<file path="src/ppdm_pkg.sv">
package ppdm_pkg;

	// Field and datapath widths
	localparam int STAMP_W = 32;
	localparam int LEN_W   = 48;
	localparam int SUM_W   = 50;
	localparam int NUM_W   = 55;
	localparam int PCT_W   = 7;
	localparam int OUT_W   = 104;
	localparam int STEP_W  = 3;

	// Constants
	localparam logic [LEN_W-1:0]   LEN_MAX    = 48'hFFFF_FFFF_FFFF;
	localparam logic [PCT_W-1:0]   PCT_SCALE  = 7'd100;
	localparam logic [STEP_W-1:0]  DIV_LAST   = 3'd6;
	localparam logic [STAMP_W-1:0] WRAP_RESET = 32'd999999;

	// Input kinds
	localparam logic KIND_EDGE = 1'b0;
	localparam logic KIND_WRAP = 1'b1;

	// Register indexes
	localparam logic CFG_WRAP_VALUE = 1'b0;
	localparam logic CFG_HIGH_SEL   = 1'b1;

	// Commands from the controller to the datapath
	typedef struct packed {
		logic take;
		logic mul;
		logic sum;
		logic sub;
		logic high;
		logic prep;
		logic div;
		logic load;
	} cmd_t;

	// Status from the datapath to the controller
	typedef struct packed {
		logic started;
		logic second_half;
		logic div_last;
	} sts_t;

endpackage

</file>
<file path="src/ppdm_dp.sv">
module ppdm_dp
	import ppdm_pkg::*;
#(
	parameter int WRAP_COUNT_BITS = 16
) (
	input  logic                 clk,
	input  logic                 arst_n,
	input  logic                 cfg_we,
	input  logic                 cfg_index,
	input  logic [STAMP_W-1:0]   cfg_data,
	input  logic                 in_kind,
	input  logic [STAMP_W-1:0]   in_stamp,
	input  cmd_t                 cmd,
	output sts_t                 sts,
	output logic [OUT_W-1:0]     out_data
);

	localparam int PROD_W = STAMP_W + WRAP_COUNT_BITS;

	logic [STAMP_W-1:0]         wrap_value_q;
	logic                       high_sel_q;
	logic                       started_q;
	logic                       second_half_q;
	logic [STAMP_W-1:0]         start_q;
	logic [WRAP_COUNT_BITS-1:0] wrap_q;
	logic [LEN_W-1:0]           first_seg_q;
	logic [STAMP_W-1:0]         stamp_q;
	logic [PROD_W-1:0]          prod_q;
	logic [SUM_W-1:0]           sum_q;
	logic                       ovf_q;
	logic [LEN_W-1:0]           period_q;
	logic [LEN_W-1:0]           high_q;
	logic [NUM_W-1:0]           rem_q;
	logic [NUM_W-1:0]           divisor_q;
	logic [PCT_W-1:0]           quot_q;
	logic [STEP_W-1:0]          step_q;
	logic                       zero_q;
	logic                       cap_q;
	logic [LEN_W-1:0]           out_period_q;
	logic [LEN_W-1:0]           out_high_q;
	logic [PCT_W-1:0]           out_pct_q;
	logic [SUM_W-1:0]           diff;
	logic [LEN_W-1:0]           seg;

	// Configuration registers
	always_ff @(posedge clk or negedge arst_n) begin
		if (!arst_n) begin
			wrap_value_q <= WRAP_RESET;
			high_sel_q   <= 1'b0;
		end else if (cfg_we) begin
			unique case (cfg_index)
				CFG_WRAP_VALUE: wrap_value_q <= cfg_data;
				CFG_HIGH_SEL:   high_sel_q   <= cfg_data[0];
				default: ;
			endcase
		end
	end

	// Segment length from the registered sum, clamped at zero and at the maximum
	always_comb begin
		diff = sum_q - SUM_W'(start_q);
		if (ovf_q) begin
			seg = LEN_MAX;
		end else if (sum_q < SUM_W'(start_q)) begin
			seg = '0;
		end else if (diff > SUM_W'(LEN_MAX)) begin
			seg = LEN_MAX;
		end else begin
			seg = diff[LEN_W-1:0];
		end
	end

	// Measurement state
	always_ff @(posedge clk or negedge arst_n) begin
		if (!arst_n) begin
			started_q     <= 1'b0;
			second_half_q <= 1'b0;
			start_q       <= '0;
			wrap_q        <= '0;
			first_seg_q   <= '0;
		end else begin
			if (cmd.take) begin
				if (in_kind == KIND_WRAP) begin
					if (started_q && (wrap_q != '1)) begin
						wrap_q <= wrap_q + 1'b1;
					end
				end else if (!started_q) begin
					started_q <= 1'b1;
					start_q   <= in_stamp;
				end
			end
			if (cmd.sub) begin
				if (!second_half_q) begin
					first_seg_q   <= seg;
					second_half_q <= 1'b1;
				end else begin
					start_q       <= stamp_q;
					wrap_q        <= '0;
					second_half_q <= 1'b0;
				end
			end
		end
	end

	// Arithmetic pipeline of one measurement
	always_ff @(posedge clk) begin
		if (cmd.take) begin
			stamp_q <= in_stamp;
		end
		// Whole wrap intervals beyond the first
		if (cmd.mul) begin
			if (wrap_q == '0) begin
				prod_q <= '0;
			end else begin
				prod_q <= PROD_W'(wrap_value_q) * PROD_W'(wrap_q - 1'b1);
			end
		end
		// End point before the start stamp is taken off
		if (cmd.sum) begin
			ovf_q <= (wrap_q != '0) && (64'(prod_q) > 64'(LEN_MAX));
			if (wrap_q == '0) begin
				sum_q <= SUM_W'(stamp_q) + SUM_W'(1);
			end else begin
				sum_q <= SUM_W'(stamp_q) + SUM_W'(1) + SUM_W'(wrap_value_q)
					+ SUM_W'(prod_q);
			end
		end
		if (cmd.sub && second_half_q) begin
			period_q <= seg;
		end
		// High time from the first segment or the remainder
		if (cmd.high) begin
			if (!high_sel_q) begin
				high_q <= first_seg_q;
			end else if (period_q >= first_seg_q) begin
				high_q <= period_q - first_seg_q;
			end else begin
				high_q <= '0;
			end
		end
		// Division setup for the percentage
		if (cmd.prep) begin
			rem_q     <= NUM_W'(high_q) * NUM_W'(PCT_SCALE);
			divisor_q <= NUM_W'(period_q) << (PCT_W - 1);
			quot_q    <= '0;
			step_q    <= '0;
			zero_q    <= (period_q == '0);
			cap_q     <= (high_q >= period_q);
		end
		// One restoring division step a cycle
		if (cmd.div) begin
			if (rem_q >= divisor_q) begin
				rem_q  <= rem_q - divisor_q;
				quot_q <= {quot_q[PCT_W-2:0], 1'b1};
			end else begin
				quot_q <= {quot_q[PCT_W-2:0], 1'b0};
			end
			divisor_q <= divisor_q >> 1;
			step_q    <= step_q + 1'b1;
		end
		// Result register
		if (cmd.load) begin
			out_period_q <= period_q;
			out_high_q   <= high_q;
			if (zero_q) begin
				out_pct_q <= '0;
			end else if (cap_q) begin
				out_pct_q <= PCT_SCALE;
			end else begin
				out_pct_q <= quot_q;
			end
		end
	end

	assign sts.started     = started_q;
	assign sts.second_half = second_half_q;
	assign sts.div_last    = (step_q == DIV_LAST);

	assign out_data = {1'b0, out_pct_q, out_high_q, out_period_q};

	// Once started the meter never returns to the unstarted state
	a_started_sticky: assert property (@(posedge clk) disable iff (!arst_n)
		started_q |=> started_q)
		else $error("started flag dropped");

	// The middle edge can only have been seen after the start edge
	a_half_after_start: assert property (@(posedge clk) disable iff (!arst_n)
		second_half_q |-> started_q)
		else $error("second half without start");

endmodule

</file>
<file path="src/ppdm_ctrl.sv">
module ppdm_ctrl
	import ppdm_pkg::*;
(
	input  logic clk,
	input  logic arst_n,
	input  logic s_tvalid,
	input  logic s_kind,
	output logic s_tready,
	output logic m_tvalid,
	input  logic m_tready,
	input  sts_t sts,
	output cmd_t cmd
);

	localparam logic [2:0] ST_IDLE = 3'd0;
	localparam logic [2:0] ST_MUL  = 3'd1;
	localparam logic [2:0] ST_SUM  = 3'd2;
	localparam logic [2:0] ST_SUB  = 3'd3;
	localparam logic [2:0] ST_HIGH = 3'd4;
	localparam logic [2:0] ST_PREP = 3'd5;
	localparam logic [2:0] ST_DIV  = 3'd6;
	localparam logic [2:0] ST_DONE = 3'd7;

	logic [2:0] state_q;
	logic [2:0] state_d;
	logic       out_valid_q;
	logic       in_xact;
	logic       load_ok;

	assign s_tready = (state_q == ST_IDLE);
	assign in_xact  = s_tvalid && s_tready;
	assign load_ok  = (state_q == ST_DONE) && (!out_valid_q || m_tready);
	assign m_tvalid = out_valid_q;

	// Commands follow the state
	always_comb begin
		cmd      = '0;
		cmd.take = in_xact;
		cmd.mul  = (state_q == ST_MUL);
		cmd.sum  = (state_q == ST_SUM);
		cmd.sub  = (state_q == ST_SUB);
		cmd.high = (state_q == ST_HIGH);
		cmd.prep = (state_q == ST_PREP);
		cmd.div  = (state_q == ST_DIV);
		cmd.load = load_ok;
	end

	// Next state
	always_comb begin
		state_d = state_q;
		unique case (state_q)
			ST_IDLE: begin
				if (in_xact && (s_kind == KIND_EDGE) && sts.started) begin
					state_d = ST_MUL;
				end
			end
			ST_MUL:  state_d = ST_SUM;
			ST_SUM:  state_d = ST_SUB;
			ST_SUB:  state_d = sts.second_half ? ST_HIGH : ST_IDLE;
			ST_HIGH: state_d = ST_PREP;
			ST_PREP: state_d = ST_DIV;
			ST_DIV: begin
				if (sts.div_last) begin
					state_d = ST_DONE;
				end
			end
			ST_DONE: begin
				if (load_ok) begin
					state_d = ST_IDLE;
				end
			end
			default: state_d = ST_IDLE;
		endcase
	end

	// State and result valid registers
	always_ff @(posedge clk or negedge arst_n) begin
		if (!arst_n) begin
			state_q     <= ST_IDLE;
			out_valid_q <= 1'b0;
		end else begin
			state_q <= state_d;
			priority if (load_ok) begin
				out_valid_q <= 1'b1;
			end else if (m_tready) begin
				out_valid_q <= 1'b0;
			end else begin
				out_valid_q <= out_valid_q;
			end
		end
	end

	// A finished result is always handed to the output register and the FSM frees up
	a_load_done: assert property (@(posedge clk) disable iff (!arst_n)
		load_ok |=> out_valid_q && (state_q == ST_IDLE))
		else $error("result not loaded");

	// At most one datapath step is commanded in a cycle
	a_cmd_onehot: assert property (@(posedge clk) disable iff (!arst_n)
		$onehot0(cmd))
		else $error("overlapping datapath commands");

	// An edge after the start always launches a segment computation
	a_edge_starts_seg: assert property (@(posedge clk) disable iff (!arst_n)
		in_xact && (s_kind == KIND_EDGE) && sts.started |=> state_q == ST_MUL)
		else $error("edge not processed");

endmodule

</file>
<file path="src/pulse_period_duty_meter.sv">
// A wrap tick or the start edge only updates the state; the middle edge runs a multiply,
// a sum and a subtract step. The closing edge yields a result through one multiply,
// a sum and a subtract step, high time, setup and seven restoring division steps.
// Throughput: one item per cycle for ticks while idle; none while an edge is processed.
// A finished result waits in the output register while new items are accepted.
// arst_n clears the measurement state and restores the register defaults.
module pulse_period_duty_meter
	import ppdm_pkg::*;
#(
	parameter int WRAP_COUNT_BITS = 16
) (
	input  logic               clk,
	input  logic               arst_n,
	input  logic               cfg_we,
	input  logic               cfg_index,
	input  logic [STAMP_W-1:0] cfg_data,
	input  logic               s_tvalid,
	output logic               s_tready,
	input  logic [STAMP_W-1:0] s_tdata,   // stamp
	input  logic               s_tuser,   // kind
	output logic               m_tvalid,
	input  logic               m_tready,
	output logic [OUT_W-1:0]   m_tdata    // period_len, high_len, high_percent, zero pad
);

	cmd_t cmd;
	sts_t sts;

	// Sequencer
	ppdm_ctrl u_ctrl (
		.clk      (clk),
		.arst_n   (arst_n),
		.s_tvalid (s_tvalid),
		.s_kind   (s_tuser),
		.s_tready (s_tready),
		.m_tvalid (m_tvalid),
		.m_tready (m_tready),
		.sts      (sts),
		.cmd      (cmd)
	);

	// Arithmetic and measurement state
	ppdm_dp #(
		.WRAP_COUNT_BITS (WRAP_COUNT_BITS)
	) u_dp (
		.clk       (clk),
		.arst_n    (arst_n),
		.cfg_we    (cfg_we),
		.cfg_index (cfg_index),
		.cfg_data  (cfg_data),
		.in_kind   (s_tuser),
		.in_stamp  (s_tdata),
		.cmd       (cmd),
		.sts       (sts),
		.out_data  (m_tdata)
	);

endmodule

</file>
<file path="config.mk">
export PLATFORM = sky130hd
export DESIGN_NAME = pulse_period_duty_meter
export DESIGN_NICKNAME = d
export VERILOG_FILES = /design/src/ppdm_pkg.sv /design/src/ppdm_dp.sv /design/src/ppdm_ctrl.sv /design/src/pulse_period_duty_meter.sv
export SDC_FILE = /design/constraint.sdc
export NUM_CORES = 2
export LEC_CHECK = 0
export BUFFER_PORTS_ARGS = -buffer_cell sky130_fd_sc_hd__buf_2
export CORE_UTILIZATION = 50
export CTS_BUF_LIST = sky130_fd_sc_hd__clkbuf_8
export CTS_CLUSTER_DIAMETER = 40
export DETAILED_ROUTE_END_ITERATION = 16
export PLACE_DENSITY = 0.66
export SKIP_LAST_GASP = 1
export SLEW_MARGIN = 20
export SYNTH_ARGS = -nofsm -noshare
export SYNTH_HDL_FRONTEND = slang
export SYNTH_SLANG_ARGS = --single-unit
</file>
<file path="constraint.sdc">
create_clock -name clk -period 20.1 [get_ports clk]
set_input_delay 3.015 -clock clk [delete_from_list [all_inputs] [get_ports clk]]
set_output_delay 3.015 -clock clk [all_outputs]
set_load 0.005 [all_outputs]
</file>
==> results_dict.tcl <==
set metrics [dict create \
    worstHoldStart "u_dp.rem_q[35]" \
    die_x_um 352 \
    ys.flop_type "edfxtp_1" \
    outcome "finished clean" \
    drtAntennaViolNets 0 \
    fin_cells 8379 \
    synthXorXnorAreaFrac_pct 4.12 \
    avgSynthCellArea_sq_um 9.34 \
    synth_simple_gate_area_share_pct 12.9 \
    clock_latency_ns 0.83 \
    crit_buf_inv 6 \
    ys_seq_area_share_pct 26.7 \
    clock_path_buffers 3 \
    drt_iter0_markers 3102 \
    first_pass_iters 6 \
    die_area_sq_um 124000 \
    synth_top_cell_area_share_pct 22.9 \
    ff2ff_path_depth 29 \
    post-cts-setup-buffers 0 \
    synth-seq-cells 584 \
    report.final.slew_viol_count 0 \
    syn_to_final_growth_pct 8.22 \
    clockRootBuffer "clkbuf_8" \
    synth_enable_flop_cells 394 \
    clock.fmax_mhz 92.8 \
    async_flop_share_pct 23.1 \
    synth_common_cells "1,134 x inv_1, 701 x fa_1, 598 x nor2_1" \
    dp_hpwl_um 133000 \
    grt_pass1_vias 47810 \
    clkSlewWorstSetupHoldPaths_ns 0.06 \
    synthCells 6561 \
    maxSlewHeadroom_pct 22.4 \
    crit_slowest_cell "fa_1" \
    reg2reg_to "u_dp.prod_q[47]" \
    path_class "flip-flop to flip-flop" \
    grt_overflow_total 0 \
    cp_top_family "adder cells" \
    layout-drive-gt1-share_pct 7.52 \
    syn_nets 7845 \
    grt_first_pass_wirelength_um 264000 \
    wl_per_cell_um 20.0 \
    r2r_slack_ns 9.32 \
    antenna_found_initial 7 \
    synthDistinctLibCells 96 \
    ios 177 \
    cts_resized 0 \
    initial_core_util_pct 50.3 \
    final.setup.tns_ns 0 \
    port_buffers 175 \
    finalHoldViolations 0 \
    synthMuxAreaShare_pct 1.17 \
    synth_top_area_cell "fa_1" \
    min_period_ns 10.78 \
    via_count 46470 \
    synth_top_family_by_area "adder cells" \
    critPathLaunchType "flip-flop" \
    period_share_pct 53.6 \
    synthTopCellsByArea "fa_1 23%, edfxtp_1 19%, ha_1 10%" \
    skew_ns 0.0622 \
    worst_pin_slew_ns 1.15 \
    cap_violations 0 \
    tritoncts "done" \
    grt_max_degree 82 \
    place_inst 8160 \
    hold_path.class "flip-flop to flip-flop" \
    cpPeakStageDelay_ns 0.65 \
    cpMostUsedCell "fa_1" \
    htree_levels 3 \
    rsz0062_at_grt "no" \
    nets 7936 \
    hold_end "u_dp.rem_q[35]" \
    crit_fanout 69 \
    row_count 128 \
    yosysMostFrequentCell "inv_1" \
    cts_buffers 115 \
    clock-sinks 584 \
    gp_congestion 0.935 \
    core_area_sq_um 122000 \
    r2r-start "u_dp.wrap_q[0]" \
    synth_compound_area_share_pct 13.2 \
    cp_data_required_time_ns 20.70 \
    grtUsageTotal_pct 27.2 \
    wirelength_um 168000 \
    yosysWarnings 0 \
    hold_depth 2 \
    setup_viol 0 \
    via_per_inst 5.55 \
    endpoint_kind "flip-flop" \
    finish.utilization_pct 54.5 \
    synthAdderAreaFrac_pct 33.4 \
    drc_errors 0 \
    worstPathArrival_ns 11.38 \
    die_h_um 352 \
    syn_area_sq_um 61300 \
    cts_hold_buf 0 \
]
-- flip-flops by register name, indices dropped and copies added, names as in the netlist --
register	count
u_ctrl.m_tvalid	1
u_dp.step_q	3
u_dp.sum_q	49
u_dp.second_half_q	1
u_dp.zero_q	1
u_dp.high_q	48
u_dp.start_q	32
u_dp.high_sel_q	1
u_dp.started_q	1
u_dp.period_q	48
u_dp.wrap_value_q	32
u_dp.prod_q	48
u_dp.cap_q	1
u_dp.first_seg_q	48
u_dp.out_high_q	48
u_dp.out_pct_q	7
u_dp.stamp_q	32
u_dp.out_period_q	48
u_dp.wrap_q	16
u_dp.quot_q	7
u_dp.divisor_q	54
u_ctrl.state_q	3
u_dp.rem_q	55
-- cells in the final DEF (no fill, tap or decap), types with 38 or more instances in the layout --
cell	synthesis	final
a211oi_1	63	63
a21o_1	145	145
a21oi_1	326	325
and2_1	57	55
and3_1	56	56
buf_2	12	174
buf_4	1	53
clkbuf_8	0	123
dfrtp_1	123	122
dfxtp_1	55	55
edfxtp_1	394	394
fa_1	701	701
ha_1	512	512
inv_1	1134	1146
mux2i_1	65	65
nand2_1	556	554
nand2b_1	68	68
nand3_1	85	85
nand4_1	54	54
nor2_1	598	596
nor2b_1	45	42
nor3_1	67	65
o21a_1	41	41
o21ai_0	320	319
o21bai_1	47	47
o22ai_1	85	85
or3_1	39	38
xnor2_1	161	153
xor2_1	127	122
-- cell type report --
type | count | area, sq um
Antenna cell | 2 | 5.00
Inverter | 1139 | 4280
Fill cell | 11172 | 55400
Sequential cell | 584 | 16300
Multi-Input combinational cell | 4584 | 39900
Clock inverter | 94 | 758
Timing Repair Buffer | 228 | 1280
Tap cell | 1625 | 2030
Clock buffer | 123 | 1690
-- routing by layer --
metal	share of wire (%)	global-route usage, %	up-vias
met5	0.031	0.154	-
li1	-	-	21951
met1	41	33.7	22651
met3	7.1	5.94	403
met2	47	45.6	1457
met4	4.7	11.8	8
-- per-stage QoR --
step	worst slack (ns)	cell area, sq um	hold WS [ns]
after floorplan	10.73	61300	0.444
after global placement	9.63	63800	0.461
after detailed placement	9.36	63800	0.478
after CTS	9.27	66200	0.491
after global routing	8.71	66300	0.511
final	9.32	66300	0.489
-- worst min-delay path: stages (launching register included) --
cell and delay [ns]:
dfxtp_1 0.32, nand2_1 0.06, a31oi_1 0.07
-- worst max-delay path by stage --
| stage | from | end | slack, ns | depth (start not counted) |
|---|---|---|---|---|
| floorplan | u_dp.wrap_q[4] | u_dp.prod_q[44] | 10.73 | 35 |
| global placement | u_dp.wrap_q[0] | u_dp.prod_q[47] | 9.63 | 32 |
| global route | u_dp.wrap_q[0] | u_dp.prod_q[47] | 8.71 | 29 |
| detailed placement | u_dp.wrap_q[0] | u_dp.prod_q[47] | 9.36 | 29 |
| CTS | u_dp.wrap_q[0] | u_dp.prod_q[47] | 9.27 | 29 |
| finish | u_dp.wrap_q[0] | u_dp.prod_q[47] | 9.32 | 29 |
-- cells by family after synthesis --
| kind of cell | count (synthesis) |
|---|---|
| other cells | 1 |
| flops | 584 |
| buf+inv | 1393 |
| fa+ha+maj | 1213 |
| compound gates | 1275 |
| simple gates | 1736 |
| mux | 71 |
| xor+xnor | 288 |
Power is not shown: default switching activity piles up to over one toggle a cycle in this logic, so the estimate is an artifact.
